### config.mk
export PLATFORM = sky130hd
export DESIGN_NAME = idm_prep
export DESIGN_NICKNAME = d
export VERILOG_FILES = /design/src/sv/idm_pkg.sv /design/src/sv/idm_prep.sv
export SDC_FILE = /design/constraint.sdc
export NUM_CORES = 1
export LEC_CHECK = 0
export ABC_AREA = 1
export BUFFER_PORTS_ARGS = -buffer_cell sky130_fd_sc_hd__buf_4
export CAP_MARGIN = 20
export CORE_MARGIN = 3
export CORE_UTILIZATION = 40
export CTS_CLUSTER_SIZE = 30
export DETAILED_ROUTE_END_ITERATION = 10
export GPL_TIMING_DRIVEN = 0
export SLEW_MARGIN = 20
export SYNTH_ARGS = -nofsm -noshare
export SYNTH_HDL_FRONTEND = slang
export SYNTH_SLANG_ARGS = --single-unit
### constraint.sdc
create_clock -name clk -period 0.85 [get_ports clk]
set_input_delay 0.0425 -clock clk [delete_from_list [all_inputs] [get_ports clk]]
set_output_delay 0.0425 -clock clk [all_outputs]
set_load 0.01 [all_outputs]
### src/sv/idm_pkg.sv
// idm_pkg: shared constants and the per-stage control record of the divider
// no dependencies; imported by every divider module
`default_nettype none

package idm_pkg;

	// port width of every data field, fixed
	localparam int FIELD_W = 64;

	// default operand width handled by the divide array
	localparam int DATA_WIDTH_DEF = 64;

	// control record that travels down the array beside the data
	typedef struct packed {
		logic valid;   // stage holds a live beat
		logic neg_q;   // quotient must be negated at the end
		logic neg_r;   // remainder must be negated at the end
		logic dbz;     // divisor was zero
	} idm_ctl_t;

endpackage

`default_nettype wire

### src/sv/idm_prep.sv
// idm_prep: operand conditioning, magnitudes of signed operands and zero check
// depends on idm_pkg
`default_nettype none

module idm_prep
	import idm_pkg::*;
#(
	parameter int W = DATA_WIDTH_DEF
) (
	input  wire logic               clk,
	input  wire logic               arst_n,
	input  wire logic               en,
	input  wire logic               in_take,
	input  wire logic [FIELD_W-1:0] dividend,
	input  wire logic [FIELD_W-1:0] divisor,
	input  wire logic               signed_mode,
	output idm_ctl_t                ctl_s1,
	output logic [W-1:0]            num_s1,
	output logic [W-1:0]            den_s1
);

	logic [W-1:0] a;
	logic [W-1:0] b;
	logic         an;
	logic         bn;
	logic [W-1:0] ua;
	logic [W-1:0] ub;
	idm_ctl_t     ctl_d;

	always_comb begin
		a  = dividend[W-1:0];
		b  = divisor[W-1:0];
		an = signed_mode & a[W-1];
		bn = signed_mode & b[W-1];
		ua = an ? (W'(0) - a) : a;
		ub = bn ? (W'(0) - b) : b;
		ctl_d.valid = in_take;
		ctl_d.neg_q = an ^ bn;
		ctl_d.neg_r = an;
		ctl_d.dbz   = (b == W'(0));
	end

	always_ff @(posedge clk or negedge arst_n) begin
		if (!arst_n) begin
			ctl_s1 <= '0;
		end else if (en) begin
			ctl_s1 <= ctl_d;
		end
	end

	always_ff @(posedge clk) begin
		if (en) begin
			num_s1 <= ua;
			den_s1 <= ub;
		end
	end

endmodule

`default_nettype wire

# Yosys cells after proc, flatten, opt, wreduce, memory -nomap -nowiden
# Index checks and enable logic that the tools add are counted.
# classes
n_addsub	2
mux	2
bitwise_logic	3
reduce_logical	1
# op_table
op	count
64-bit two-way mux	2
1-bit by 64-bit subtractor with 64-bit output, first input constant	2
64-bit logical NOT	1
1-bit AND	2
1-bit bitwise XOR	1
# word_totals
regBits	132
input_bits	133
elab_cells	14

# Depth between registers and ports, before layout
# logic_depth
ltp_word	2
depth_mapped	11
mapped_depth_nobuf	11

# Worst setup path before layout
# No wires, ideal clock.
# synth_timing
path_type	in2reg
start	input port dividend[1]
end	register num_s1[54], data pin
arrival_ns	1.092
required_time_ns	0.597
path_slack_ns	-0.494
path_stages	10
cell_sequence	inv_1 > ha_1 > nand3_2 > nor2_8 > nand4_2 > nand2_2 > buf_6 > nand3_1 > nand2_1 > nand2_1
# synth_between
elab_chain_len	2
# synth_rtl
element	line_no	rtl
from (decl)	idm_prep.sv:14	input wire logic [FIELD_W-1:0] dividend,
1-bit by 64-bit subtractor with 64-bit output	idm_prep.sv:35	ua = an ? (W'(0) - a) : a;
64-bit two-way mux	idm_prep.sv:35	
named net ua[54]	idm_prep.sv:26	logic [W-1:0] ua;
to (signal assigned)	idm_prep.sv:53	num_s1 <= ua;
to (decl)	idm_prep.sv:18	output logic [W-1:0] num_s1,
# The timed path passes the listed nets, and every way through them passes these cells.
# A chain may end at the register's enable or synchronous reset.

# Final worst setup path
# layout_timing
start	input port divisor[22]
end	register den_s1[60], data pin
# layout_between
elab_chain_len	2
# layout_rtl
element	line_no	rtl
from (decl)	idm_prep.sv:15	input wire logic [FIELD_W-1:0] divisor,
1-bit by 64-bit subtractor with 64-bit output	idm_prep.sv:36	ub = bn ? (W'(0) - b) : b;
64-bit two-way mux	idm_prep.sv:36	
named net ub[60]	idm_prep.sv:27	logic [W-1:0] ub;
to (signal assigned)	idm_prep.sv:54	den_s1 <= ub;
to (decl)	idm_prep.sv:19	output logic [W-1:0] den_s1
# The timed path passes the listed nets, and every way through them passes these cells.

==> impl_metrics.csv <==
group,metric,value,unit
global_routing,use_met3,0.0651,
die,ioPinCount,265,
place,dp_hpwl,25800,µm
routing,routed_via_density,5.25,
setup_path,arrival,1.35,ns
power,p_int,15600,µW
global_routing,grt_max_degree,37,
sta,setup_viol,229,
global_routing,grt_remaining_overflow,0,
place,place_area,11400,µm²
power,combPwrFrac,0.281,
sta,fmax,849,MHz
setup_path,worstSetupEndpointType,"register",
synth,syn_inst,1111,
power,p_leak,0.00677,µW
routing,vias,9910,
layout,n_antenna_cell,0,
global_routing,grt_pass1_vias,10074,
clocking,cts_tree,"done",
routing,first_pass_iters,5,
sta,fin_crit_sh,1.39,
global_routing,antenna_found_initial,0,
global_routing,grt.met1_usage,0.367,
synth,syn_nets,1246,
clocking,h-tree-depth,4,
place,pre_cts_slack,-0.921,ns
place,port_buffers,264,
global_routing,met2_usage,0.531,
routing,first_iter_violations,674,
die,core_area,21200,µm²
synth,avgSynthCellArea,7.80,µm²
clocking,clkTransAtPathRegs,0.07,ns
die,dieArea,23500,µm²
setup_path,start_kind,"primary input",
sta,finalSetupTns,-32.17,ns
power,p_total,22300,µW
setup_path,crit_top_cell,"nand2_1",
sta,worstMarginPinSlew,0.433,ns
synth,yosysTopAreaCellShare,0.443,
sta,skew,0,ns
die,die_h,153,µm
power,clkPwrFrac,0.345,
synth,synth.distinct_cells,37,
setup_path,crit_chain,"buf_4 > nor2_1 > nand2_2 > nor2_2 > nand3_4 > o21ai_4 > nand2_1 > nand2_1 > nand2_1",
sta,hold_violations,0,
global_routing,grt_pass1_wl,56600,µm
synth,synth_top_area_cell,"edfxtp_1",
sta,finalCriticalPeriod,1.18,ns
power,p_sw_frac,0.301,
routing,wirelength,37600,µm
min_path,holdPathStages,1,
sta,layout_setup_ws,-0.328,ns
sta,drv_slew,0,
sta,slew_headroom,0.709,
synth,yosys_warnings,0,
layout,drive_gt1_frac,0.457,
setup_path,critical_path_required,1.02,ns
synth,synthTopCellsByArea,"edfxtp_1 44%, nand2_1 16%, nor2_1 8.6%",
status,status,"complete, but fails checks",
setup_path,cp_max_fo,4,
setup_path,critPathSlowestCell,"nor2_1",
die,start_util,0.410,
layout,fin_area,15900,µm²
min_path,hp-class,"in -> reg",
clocking,cts.sinks,132,
global_routing,gr-usage-all-layers,0.310,
power,vdd_drop_max,1350,µV
status,violations,"negative setup slack",
power,powerDensity,1400,nW/µm²
layout,nNetsFinal,1735,
clocking,clock_latency,0.42,ns
die,rows,53,
routing,antenna_left,0,
synth,synth_seq_cells,132,
global_routing,busiest_layer,"met2",
setup_path,worst_r2r_path_depth,3,
synth,synth_area,8670,µm²
synth,synth.yosys.seq_area_share,0.455,
place,gp_congestion,0.963,
routing,wl_per_cell,19.9,µm
flow_run,drv_cap,0,
layout,syn_to_final_growth,83.6,%
clocking,clockBufferDepth,2,
power,pwr-share-seq,0.374,
routing,drc,0,
setup_path,crit_type,"in -> reg",
setup_path,cpPeakStageDelay,0.23,ns
clocking,root_buffer,"clkbuf_16",
power,p_sw,6710,µW
sta,rsz0062_at_grt,"true",
clocking,cts_made_buffers,17,
die,die_width,153,µm
[final cells by class]
type	instances	area, µm²
Fill cell	1510	5240
Tap cell	275	344
Clock inverter	15	169
Timing Repair Buffer	470	4730
Sequential cell	132	3940
Inverter	104	469
Buffer	15	154
Multi-Input combinational cell	860	5680
Clock buffer	17	425
[cell usage after synthesis, drive strengths merged]
cell type and n:
nand2 384, nor2 223, edfxtp 128, inv 103
nand3 90, o21ai 40, xor2 35, nand4 34
xnor2 31, buf 13, a21oi 7, nand3b 6
dfrtp 4, clkbuf 2, ha 2, o211ai 2
or2 2, a21boi 1, a31oi 1, clkinv 1
nor3 1, nor4 1
[power groups by stage]
stage | registers, µW | clock network [µW] | logic (µW)
3_3_place_gp | 8350 | 0 | 4400
5_1_grt | 8410 | 8010 | 6650
3_5_place_dp | 8340 | 0 | 4460
2_1_floorplan | 8670 | 0 | 1610
4_1_cts | 8310 | 7730 | 5830
6_report | 8330 | 7680 | 6270
[cells by family (layout without fill, tap and decap cells)]
kind of cell	count (synthesis)	in the layout	share of synthesized area
fa+ha+maj	2	2	0.00289
buf+inv	119	621	0.0566
simple gates	741	741	0.379
xor+xnor	66	66	0.0667
flops	132	132	0.455
compound gates	51	51	0.0404
[state kept, by name, indices dropped and copies added (netlist names)]
| register | cells |
|---|---|
| ctl_s1 | 4 |
| den_s1 | 64 |
| num_s1 | 64 |
[layer usage]
| layer | wire (µm) | up-vias |
|---|---|---|
| met2 | 19100 | 484 |
| met4 | 2080 | 0 |
| li1 | - | 4604 |
| met1 | 13800 | 4694 |
| met3 | 2660 | 128 |
| met5 | 0 | - |
[through the flow]
stage / cells / util / hold WS [ns]
floorplan: 1111 / - / -0.253
global placement: 1650 / 0.538 / -0.149
detailed placement: 1651 / 0.540 / -0.148
CTS: 1867 / 0.717 / -0.0164
global route: 1888 / 0.752 / -0.00305
finish: 1888 / 0.752 / 0.00370
[path summary, 6_finish.rpt]
kind                            slack (ns)                    end                  start
min in group asynchronous             0.57  ctl_s1[3]$_DFFE_PN0P_                 arst_n
max in group asynchronous             0.09  ctl_s1[1]$_DFFE_PN0P_                 arst_n
worst min-delay path                 0.004   num_s1[56]$_DFFE_PP_                     en
worst max register to register        0.13  ctl_s1[0]$_DFFE_PN0P_  ctl_s1[0]$_DFFE_PN0P_
worst max-delay path                 -0.33   den_s1[60]$_DFFE_PP_            divisor[22]
worst min register to register        0.51  ctl_s1[3]$_DFFE_PN0P_  ctl_s1[3]$_DFFE_PN0P_
[placed cells by master, fill, tap and decap left out, drive strengths merged, types with 34 or more instances in the layout]
master	instances
nand3	90
dlygate4sd3	116
xor2	35
nand2	384
inv	109
o21ai	40
edfxtp	128
nor2	223
buf	365
nand4	34
[worst max-delay path, delay by kind of cell]
| family | cells | cell delay [ns] |
|---|---|---|
| AOI/OAI and AO/OA | 1 | 0.20 |
| and+or+nand+nor | 7 | 0.98 |
| buffers and inverters | 1 | 0.13 |
[timing repair]
| action | CTS | global route |
|---|---|---|
| hold endpoints to repair | 144 | 10 |
| hold buffers | 115 | 1 |
| setup buffers | 67 | 25 |
| resized for setup | 367 | 163 |
| setup endpoints to repair | 226 | 234 |
| pin swaps | 130 | 100 |
| cloned | 3 | 0 |
(Power assumes the default switching activity.)
