===== config.mk =====
export PLATFORM = sky130hd
export DESIGN_NAME = idm_post
export DESIGN_NICKNAME = d
export VERILOG_FILES = /design/src/sv/idm_pkg.sv /design/src/sv/idm_post.sv
export SDC_FILE = /design/constraint.sdc
export NUM_CORES = 1
export LEC_CHECK = 0
export ABC_CLOCK_PERIOD_IN_PS = 1120
export BUFFER_PORTS_ARGS = -buffer_cell sky130_fd_sc_hd__buf_2
export CAP_MARGIN = 0
export CORE_MARGIN = 2
export CORE_UTILIZATION = 51
export CTS_CLUSTER_SIZE = 20
export DETAILED_ROUTE_END_ITERATION = 12
export GPL_ROUTABILITY_DRIVEN = 0
export PLACE_DENSITY = 0.81
export SYNTH_ARGS = -nofsm -noshare
export SYNTH_HDL_FRONTEND = slang
export SYNTH_SLANG_ARGS = --single-unit

===== constraint.sdc =====
create_clock -name clk -period 1.12 [get_ports clk]
set_clock_uncertainty 0.1 [all_clocks]
set_input_delay 0 -clock clk [delete_from_list [all_inputs] [get_ports clk]]
set_output_delay 0 -clock clk [all_outputs]
set_load 0.005 [all_outputs]

===== src/sv/idm_pkg.sv =====
// idm_pkg: shared constants and the per-stage control record of the divider
// no dependencies; imported by every divider module
`default_nettype none

package idm_pkg;

	// port width of every data field, fixed
	localparam int FIELD_W = 64;

	// default operand width handled by the divide array
	localparam int DATA_WIDTH_DEF = 64;

	// control record that travels down the array beside the data
	typedef struct packed {
		logic valid;   // stage holds a live beat
		logic neg_q;   // quotient must be negated at the end
		logic neg_r;   // remainder must be negated at the end
		logic dbz;     // divisor was zero
	} idm_ctl_t;

endpackage

`default_nettype wire


===== src/sv/idm_post.sv =====
// idm_post: sign fixup, zero-divisor override and the output register
// depends on idm_pkg
`default_nettype none

module idm_post
	import idm_pkg::*;
#(
	parameter int W = DATA_WIDTH_DEF
) (
	input  wire logic               clk,
	input  wire logic               arst_n,
	input  wire logic               en,
	input  wire idm_ctl_t           ctl_i,
	input  wire logic [W-1:0]       rem_i,
	input  wire logic [W-1:0]       quo_i,
	output logic                    out_valid,
	output logic [FIELD_W-1:0]      quotient,
	output logic [FIELD_W-1:0]      remainder,
	output logic                    div_by_zero
);

	logic [W-1:0] q_fix;
	logic [W-1:0] r_fix;

	always_comb begin
		if (ctl_i.dbz) begin
			q_fix = '0;
		end else if (ctl_i.neg_q) begin
			q_fix = W'(0) - quo_i;
		end else begin
			q_fix = quo_i;
		end
		// zero divisor leaves the magnitude of the dividend here, so this restores it
		r_fix = ctl_i.neg_r ? (W'(0) - rem_i) : rem_i;
	end

	always_ff @(posedge clk or negedge arst_n) begin
		if (!arst_n) begin
			out_valid <= 1'b0;
		end else if (en) begin
			out_valid <= ctl_i.valid;
		end
	end

	always_ff @(posedge clk) begin
		if (en) begin
			quotient    <= FIELD_W'(q_fix);
			remainder   <= FIELD_W'(r_fix);
			div_by_zero <= ctl_i.dbz;
		end
	end

endmodule

`default_nettype wire


==> results.py, run 1 <==
metrics = {
    "floorplan": {
        "num_rows": 45,
        "die_y_um": 127,
        "dieWidth_um": 127,
        "initial_core_util_pct": 51.6,
        "pin_count": 265,
    },
    "clocking": {
        "cts-root-buf": "clkbuf_16",
        "cts.sinks": 130,
        "postCtsSetupRepairBufs": 42,
        "h-tree-depth": 4,
        "cts_buffers": 17,
        "cts-resized-gates": 220,
        "clock_tree.buffer_depth": 2,
        "ctsHoldBuffers": 105,
    },
    "yosys": {
        "synthesis.nets": 836,
        "syn_avg_cell_area_um2": 11.1,
        "synth_area_leaders": "edfxtp_1 50%, xnor2_1 7.2%, xor2_1 3.7%",
        "synthesis.area_um2": 7750,
        "synthFlopType": "edfxtp_1",
        "synth_top_area_cell": "edfxtp_1",
        "seq_area_frac_synth_pct": 50.3,
        "synth-edff-count": 129,
        "yosysUniqueCellTypes": 54,
        "synth_top_area_share_pct": 50.0,
        "syn_inst": 699,
        "yosys_warnings": 0,
        "async_flop_share_pct": 0.769,
        "synth-seq-cells": 130,
    },
    "status": {
        "status": "stopped before the end",
        "error_line": "[ERROR DPL-0033] detailed placement checks failed during check placement.",
        "haltStage": "clock tree synthesis (4_1_cts)",
    },
    "placed_design": {
        "hpwl_mm": 19.6,
        "port_buffers": 264,
    },
}
kinds of logic after synthesis:
group | after synthesis | share of synthesized area, %
compound gates | 135 | 12.3
xor+xnor | 97 | 11.0
fa+ha+maj | 2 | 0.323
buf+inv | 45 | 2.21
flops | 130 | 50.3
mux | 16 | 2.24
simple gates | 274 | 21.7
per-stage QoR:
step                      hold WS, ns  worst slack [ns]  instances  cell area, µm²  utilization (%)
after floorplan                -0.396            -0.962        699            8550                -
after global placement         -0.326             -1.04       1360           11900             79.1
after detailed placement       -0.324             -1.10       1360           11900             79.1
cell usage after synthesis (5+ instances only):
| library cell | number |
|---|---|
| o41ai_1 | 20 |
| nor3b_1 | 8 |
| xor2_1 | 33 |
| o21ai_0 | 45 |
| nand4_1 | 11 |
| xnor2_1 | 64 |
| nor2b_1 | 10 |
| nor4_2 | 6 |
| o31ai_1 | 36 |
| nand2_1 | 37 |
| nand2b_1 | 10 |
| mux2_2 | 11 |
| or3_1 | 19 |
| nor2_1 | 66 |
| nor4_1 | 10 |
| mux2i_1 | 5 |
| nand3_1 | 13 |
| or4_1 | 12 |
| inv_1 | 10 |
| edfxtp_1 | 129 |
| a21oi_1 | 13 |
| o311ai_0 | 6 |
| nor4_4 | 5 |
| clkbuf_1 | 29 |
| or2_2 | 8 |
| nor3_1 | 27 |
==> inputs of run 2 (changes only) <==
Settings changed: CORE_UTILIZATION 51 to 40, CTS_CLUSTER_SIZE 20 to unset, PLACE_DENSITY 0.81 to unset, PLACE_DENSITY_LB_ADDON set to 0.15.
==> run 2 against run 1 <==
The flow now finishes, with violations (negative hold slack, negative setup slack). Area after synthesis is the same. Synthesized cell count is the same.
==> results.py, run 2 <==
metrics = {
    "power_and_ir_drop": {
        "power_switching_mw": 4.18,
        "internal_power_mw": 11.6,
        "ir_drop_mv": 1.08,
        "combPwrFrac_pct": 23.0,
        "clkPwrFrac_pct": 38.5,
        "power_density_nw_per_um2": 997,
        "seqPwrFrac_pct": 38.5,
        "cellLeakagePower_nw": 6.58,
        "switching_share_pct": 26.4,
    },
    "clocking": {
        "clock_tree.buffer_depth": 2,
        "clk_pin_slew_worst_paths_ns": 0.07,
        "cts.sinks": 130,
        "h-tree-depth": 4,
        "cts_tree": "done",
        "clock_latency_ns": 0.43,
        "cts-root-buf": "clkbuf_16",
        "cts_buffers": 17,
    },
    "critical_path": {
        "arrival_ns": 1.82,
        "worstSetupStartpointType": "primary input",
        "worstPathMaxFanout": 4,
        "required_ns": 1.20,
        "path_class": "in2reg",
        "end_kind": "register",
    },
    "grt": {
        "grt_start_max_net_pins": 40,
        "antenna_found_initial": 0,
        "groute.layer.met1.usage_pct": 36.5,
        "grt_pass1_vias": 8673,
        "use_met2_pct": 49.3,
        "grt_use_met3_pct": 6.37,
        "grt_usage_pct": 29.1,
        "grt.busiest_layer": "met2",
        "grt_first_pass_wirelength_mm": 45.9,
        "grt.overflow.total": 0,
    },
    "yosys": {
        "yosys_warnings": 0,
        "synth-seq-cells": 130,
        "synthesis.area_um2": 7750,
        "synth_area_leaders": "edfxtp_1 50%, xnor2_1 7.2%, xor2_1 3.7%",
        "seq_area_frac_synth_pct": 50.3,
        "synthesis.nets": 836,
        "synth-edff-count": 129,
        "synthFlopType": "edfxtp_1",
        "synth_top_area_share_pct": 50.0,
        "synth_top_area_cell": "edfxtp_1",
        "syn_inst": 699,
        "yosysUniqueCellTypes": 54,
        "ys_top_cells_by_count": "129 x edfxtp_1, 66 x nor2_1, 64 x xnor2_1",
        "synth_most_common_cell": "edfxtp_1",
        "syn_avg_cell_area_um2": 11.1,
        "async_flop_share_pct": 0.769,
    },
    "sta": {
        "finalCritPeriodShare_pct": 155,
        "grt_setup_unrepaired": "yes",
        "maxSlewViolCount": 0,
        "finalHoldWorstSlack_ns": -0.0861,
        "tightest_slew_ns": 0.476,
        "setup_viol": 111,
        "setup_tns_ns": -46.74,
        "fin_crit_ns": 1.74,
        "maxSlewHeadroom_pct": 68.0,
        "worst_slack_ns": -0.621,
        "fmax_ghz": 0.574,
        "final_hold_viol_count": 4,
    },
    "placed_design": {
        "port_buffers": 264,
        "hpwl_mm": 19.4,
        "placed_area_um2": 12000,
        "dp.cells": 1442,
    },
    "layout": {
        "finalNonFillerCells": 1654,
        "nNetsFinal": 1518,
        "area_growth_pct": 105,
        "postLayoutCoreUtil_pct": 84.2,
        "diodes": 0,
        "final_cell_mix": "241 x buf_4, 235 x buf_2, 129 x edfxtp_1",
        "drive_gt1_share_pct": 60.6,
        "fin_area_um2": 15900,
        "reg_top3": "quotient (64), remainder (64)",
        "final_common_cell": "buf_4",
    },
    "floorplan": {
        "coreArea_um2": 18800,
        "pin_count": 265,
        "initial_core_util_pct": 41.2,
        "dieArea_um2": 20500,
        "dieWidth_um": 143,
        "die_y_um": 143,
        "num_rows": 50,
    },
    "route": {
        "wl_per_cell_um": 19.7,
        "drc": 0,
        "drt_iter0_markers": 517,
        "wl_mm": 32.6,
        "dr.pass1.iters": 6,
        "via_per_inst": 5.38,
        "via_count": 8906,
        "antenna_left": 0,
    },
    "min_path": {
        "min_path_type": "in2reg",
    },
    "flow_run": {
        "cap_violations": 0,
    },
    "status": {
        "violations": "negative hold slack, negative setup slack",
        "status": "finished, violations left",
    },
}
[run 2: cell counts after synthesis]
Identical to the previous run, type by type.
[run 2: layer usage]
layer  up-vias  share of wire [%]
li1       4069                  -
met1      4364                 39
met2       394                 51
met3        79                6.7
met4         0                3.0
met5         -                  0
[run 2: critical path, stage by stage]
cell and delay, ns:
buf_8 0.10, nor4_4 0.39, nand3_4 0.17, buf_6 0.16, or4_4 0.49, o21a_1 0.21, mux2_4 0.29
[run 2: power by group through the flow]
| stage | logic (mW) | clock network, mW | registers [mW] |
|---|---|---|---|
| 2_1_floorplan | 0.948 | 0 | 6.22 |
| 3_3_place_gp | 2.77 | 0 | 6.17 |
| 3_5_place_dp | 2.82 | 0 | 6.16 |
| 4_1_cts | 3.38 | 6.10 | 6.07 |
| 5_1_grt | 3.88 | 6.29 | 6.12 |
| 6_report | 3.64 | 6.08 | 6.08 |
[run 2: area by class of cell]
class	count	area (µm²)
Clock buffer	18	429
Clock inverter	14	201
Fill cell	952	2980
Inverter	10	67.6
Multi-Input combinational cell	524	5370
Sequential cell	130	3900
Tap cell	260	325
Timing Repair Buffer	698	5560
[run 2: what timing repair did]
action,in CTS,in global routing
pin swaps,104,93
cloned,0,1
hold buffers,105,1
gates resized for setup,199,107
endpoints found under the hold margin,106,4
buffers inserted,40,44
setup endpoints to repair,112,115
[run 2: logic make-up (layout without fill, tap and decap cells)]
group                    Yosys count  after routing  synth area share, %
adder cells (fa/ha/maj)            2              2                0.323
flip-flops                       130            130                 50.3
AND/OR/NAND/NOR                  274            274                 21.7
buffers and inverters             45            740                 2.21
AO/OA/AOI/OAI                    135            135                 12.3
multiplexers                      16             16                 2.24
XOR/XNOR                          97             97                 11.0
[run 2: path summary, 6_finish.rpt]
kind	depth (start not counted)	from	slack [ns]	end
min	4	quo_i[62]	-0.09	quotient[63]
min in group asynchronous	3	arst_n	0.31	out_valid
max reg2reg	1	out_valid	0.28	out_valid
max	7	quo_i[22]	-0.62	quotient[43]
min reg2reg	1	out_valid	0.42	out_valid
max in group asynchronous	3	arst_n	0.51	out_valid
[run 2: stage by stage]
stage	setup WS [ns]	power [mW]
finish	-0.621	15.8
global route	-0.696	16.3
CTS	-0.622	15.5
detailed placement	-1.11	8.98
global placement	-1.05	8.93
floorplan	-0.962	7.17
No activity file was read; power rests on OpenSTA's default activity.
==> inputs of run 3 (changes only) <==
Settings changed: HOLD_SLACK_MARGIN set to 0.02, PLACE_DENSITY set to 0.78, PLACE_DENSITY_LB_ADDON 0.15 to unset.
==> run 3 against run 2 <==
The flow still finishes with violations (negative hold slack, negative setup slack). Via count is 14% higher. Setup slack worse by 0.21 ns. Worst hold slack lost 0.24 ns. Die area unchanged. First-iteration DRC count rose by 94%. Core utilization up 1.5 points. Global-route usage rose by 5.2 points. Sequential power grew 0.8%. Flip-flop and latch count unchanged. Wire length is 34% higher. Total power fell by 0.23%. Highest routed layer is now met5.
==> results.py, run 3 (synthesis gave the netlist of run 2 again) <==
metrics = {
    "power_and_ir_drop": {
        "ir_drop_mv": 1.09,
        "power_density_nw_per_um2": 978,
        "cellLeakagePower_nw": 6.69,
    },
    "critical_path": {
        "cpPeakStageDelay_ns": 0.56,
        "worstSetupPathDepth": 8,
        "path_class": "in2reg",
        "end_kind": "register",
        "required_ns": 1.17,
        "r2r_cells": 1,
        "worstPathMaxFanout": 3,
        "crit_family": "simple AND/OR/NAND/NOR gates",
        "cp_common_cell": "buf_6",
        "worstSetupStartpointType": "primary input",
        "arrival_ns": 2.00,
        "crit_path_top_delay_cell": "o41ai_4",
        "crit_chain": "buf_6 -> or4_4 -> buf_6 -> nor4_4 -> buf_4 -> nand3_4 -> o41ai_4 -> xnor2_1",
        "cp_num_buf_inv": 3,
    },
    "clocking": {
        "cts.sinks": 130,
        "cts-root-buf": "clkbuf_16",
        "clk_pin_slew_worst_paths_ns": 0.07,
        "clock_tree.buffer_depth": 2,
        "h-tree-depth": 4,
        "clock_latency_ns": 0.43,
        "cts_buffers": 17,
        "cts_tree": "done",
    },
    "route": {
        "met1_length_mm": 14.2,
        "drt_iter0_markers": 1004,
        "drc": 0,
        "antenna_left": 0,
        "wl_met2_mm": 21.0,
        "wl_mm": 43.8,
        "dr.pass1.iters": 7,
        "highest_layer": "met5",
        "wl_per_cell_um": 26.3,
        "via_per_inst": 6.10,
        "route.met3.wl_mm": 4.07,
        "via_count": 10139,
    },
    "layout": {
        "drive_gt1_share_pct": 62.2,
        "fin_area_um2": 16100,
        "area_growth_pct": 108,
        "final_cell_mix": "240 x buf_4, 230 x buf_2, 129 x edfxtp_1",
        "final_common_cell": "buf_4",
        "reg_top3": "quotient (64), remainder (64)",
        "nNetsFinal": 1517,
        "postLayoutCoreUtil_pct": 85.7,
    },
    "placed_design": {
        "placed_area_um2": 12100,
        "hpwl_mm": 19.9,
        "port_buffers": 264,
    },
    "sta": {
        "finalHoldWorstSlack_ns": -0.328,
        "worst_slack_ns": -0.832,
        "grt_setup_unrepaired": "yes",
        "fin_crit_ns": 1.95,
        "tightest_slew_ns": 0.534,
        "maxSlewViolCount": 0,
        "setup_viol": 118,
        "fmax_ghz": 0.512,
        "maxSlewHeadroom_pct": 64.4,
        "finalCritPeriodShare_pct": 174,
        "final_hold_viol_count": 6,
    },
    "status": {
        "status": "finished, violations left",
        "violations": "negative hold slack, negative setup slack",
    },
    "floorplan": {
        "dieWidth_um": 143,
        "num_rows": 50,
        "coreArea_um2": 18800,
        "pin_count": 265,
        "initial_core_util_pct": 41.2,
        "dieArea_um2": 20500,
        "die_y_um": 143,
    },
    "grt": {
        "grt_start_max_net_pins": 40,
        "grt.overflow.total": 0,
        "grt_pass1_vias": 9754,
        "antenna_found_initial": 9,
        "grt_usage_pct": 34.3,
        "grt_first_pass_wirelength_mm": 53.4,
    },
    "flow_run": {
        "cap_violations": 0,
    },
    "min_path": {
        "min_path_type": "in2reg",
        "hold_depth": 1,
    },
}
run 3: area by class of cell:
class	count	area (µm²)
tap	260	325
inverter	10	67.6
timing repair buffer	697	5680
clock buffer	18	429
clock inverter	14	133
fill	768	2700
sequential	130	3900
antenna	9	22.5
multi-input combinational	524	5570
run 3: path summary, 6_finish.rpt:
kind / from / endpoint / slack, ns
max in group asynchronous: arst_n / out_valid / 0.52
setup / recovery: rem_i[41] / remainder[48] / -0.83
min in group asynchronous: arst_n / out_valid / 0.30
hold reg to reg: out_valid / out_valid / 0.42
setup reg to reg: out_valid / out_valid / 0.27
hold / removal: rem_i[0] / remainder[0] / -0.33
run 3: layer usage:
layer | vias to the layer above | track usage, %
met5 | - | 0
met4 | 2 | 21.9
met3 | 360 | 7.01
met2 | 891 | 59.8
met1 | 4817 | 38.0
li1 | 4069 | -
run 3: stage by stage:
step                power, mW  setup WS [ns]  TNS [ns]  cells
floorplan                7.17         -0.962    -64.23    699
global placement         8.93          -1.06    -88.79   1447
global route             16.1         -0.870    -58.32   1661
detailed placement       9.00          -1.08    -92.82   1447
finish                   15.8         -0.832    -53.72   1662
CTS                      14.9         -0.619    -38.25   1608
run 3: where the power goes:
| part | internal, mW | switching [mW] | total, mW |
|---|---|---|---|
| Sequential | 5.93 | 0.200 | 6.13 |
| Clock | 3.08 | 2.54 | 5.63 |
| Combinational | 2.00 | 2.01 | 4.01 |
| Total | 11.0 | 4.75 | 15.8 |
run 3: what timing repair did:
action                                 in CTS  in global routing
endpoints found under the hold margin     137                 10
setup endpoints to repair                 111                155
hold buffers                               99                  2
gates resized for setup                   237                125
gates cloned                                1                  2
setup buffers                              32                 55
pin swaps                                 107                132
==> inputs of run 4 (changes only) <==
Settings changed: ABC_CLOCK_PERIOD_IN_PS 1120 to 2100, BUFFER_PORTS_ARGS -buffer_cell sky130_fd_sc_hd__buf_2 to unset, DONT_BUFFER_PORTS set to 1, GPL_ROUTABILITY_DRIVEN 0 to unset, PLACE_DENSITY 0.78 to 0.66.
Clock period 1.12 ns to 2.1 ns, I/O delays scaled along.
==> run 4 against run 3 <==
The flow now stops in clock tree synthesis (4_1_cts). Area after synthesis stayed put. Synthesized cell count stayed put.
==> results.py, run 4 <==
metrics = {
    "placed_design": {
        "place.gp.congestion": 0.909,
        "port_buffers": 0,
        "dp_slack_ns": -0.103,
        "hpwl_mm": 15.8,
    },
    "yosys": {
        "synth_top_area_share_pct": 50.0,
        "syn_inst": 699,
        "synthesis.nets": 836,
        "synth-seq-cells": 130,
        "synth-edff-count": 129,
        "async_flop_share_pct": 0.769,
        "ys_top_cells_by_count": "129 x edfxtp_1, 66 x nor2_1, 64 x xnor2_1",
        "seq_area_frac_synth_pct": 50.3,
        "yosysUniqueCellTypes": 54,
        "synth_area_leaders": "edfxtp_1 50%, xnor2_1 7.2%, xor2_1 3.7%",
        "synth_top_area_cell": "edfxtp_1",
        "yosys_warnings": 0,
        "synthFlopType": "edfxtp_1",
        "synthesis.area_um2": 7750,
        "synth_most_common_cell": "edfxtp_1",
        "syn_avg_cell_area_um2": 11.1,
    },
    "clocking": {
        "cts-resized-gates": 0,
        "cts-root-buf": "clkbuf_16",
        "cts.sinks": 130,
        "clock_tree.buffer_depth": 2,
        "ctsHoldBuffers": 203,
        "postCtsSetupRepairBufs": 0,
        "h-tree-depth": 4,
        "cts_buffers": 17,
    },
    "status": {
        "haltStage": "clock tree synthesis (4_1_cts)",
        "status": "stopped before the end",
        "error_line": "[ERROR RSZ-0060] Max buffer count reached.",
    },
    "floorplan": {
        "die_y_um": 143,
        "num_rows": 50,
        "pin_count": 265,
        "dieWidth_um": 143,
        "initial_core_util_pct": 41.2,
    },
}
-- run 4: cell counts after synthesis --
Identical to the previous run, type by type.
-- run 4: stage by stage --
stage	cells	instance area, µm²
detailed placement	975	8330
global placement	975	8330
floorplan	699	7760
-- run 4: logic make-up after synthesis --
logic type	after synthesis	synth area share, %
AOI/OAI and AO/OA	135	12.3
muxes	16	2.24
xor gates and xnor gates	97	11.0
and+or+nand+nor	274	21.7
DFF	130	50.3
adders and majority gates	2	0.323
buffers and inverters	45	2.21
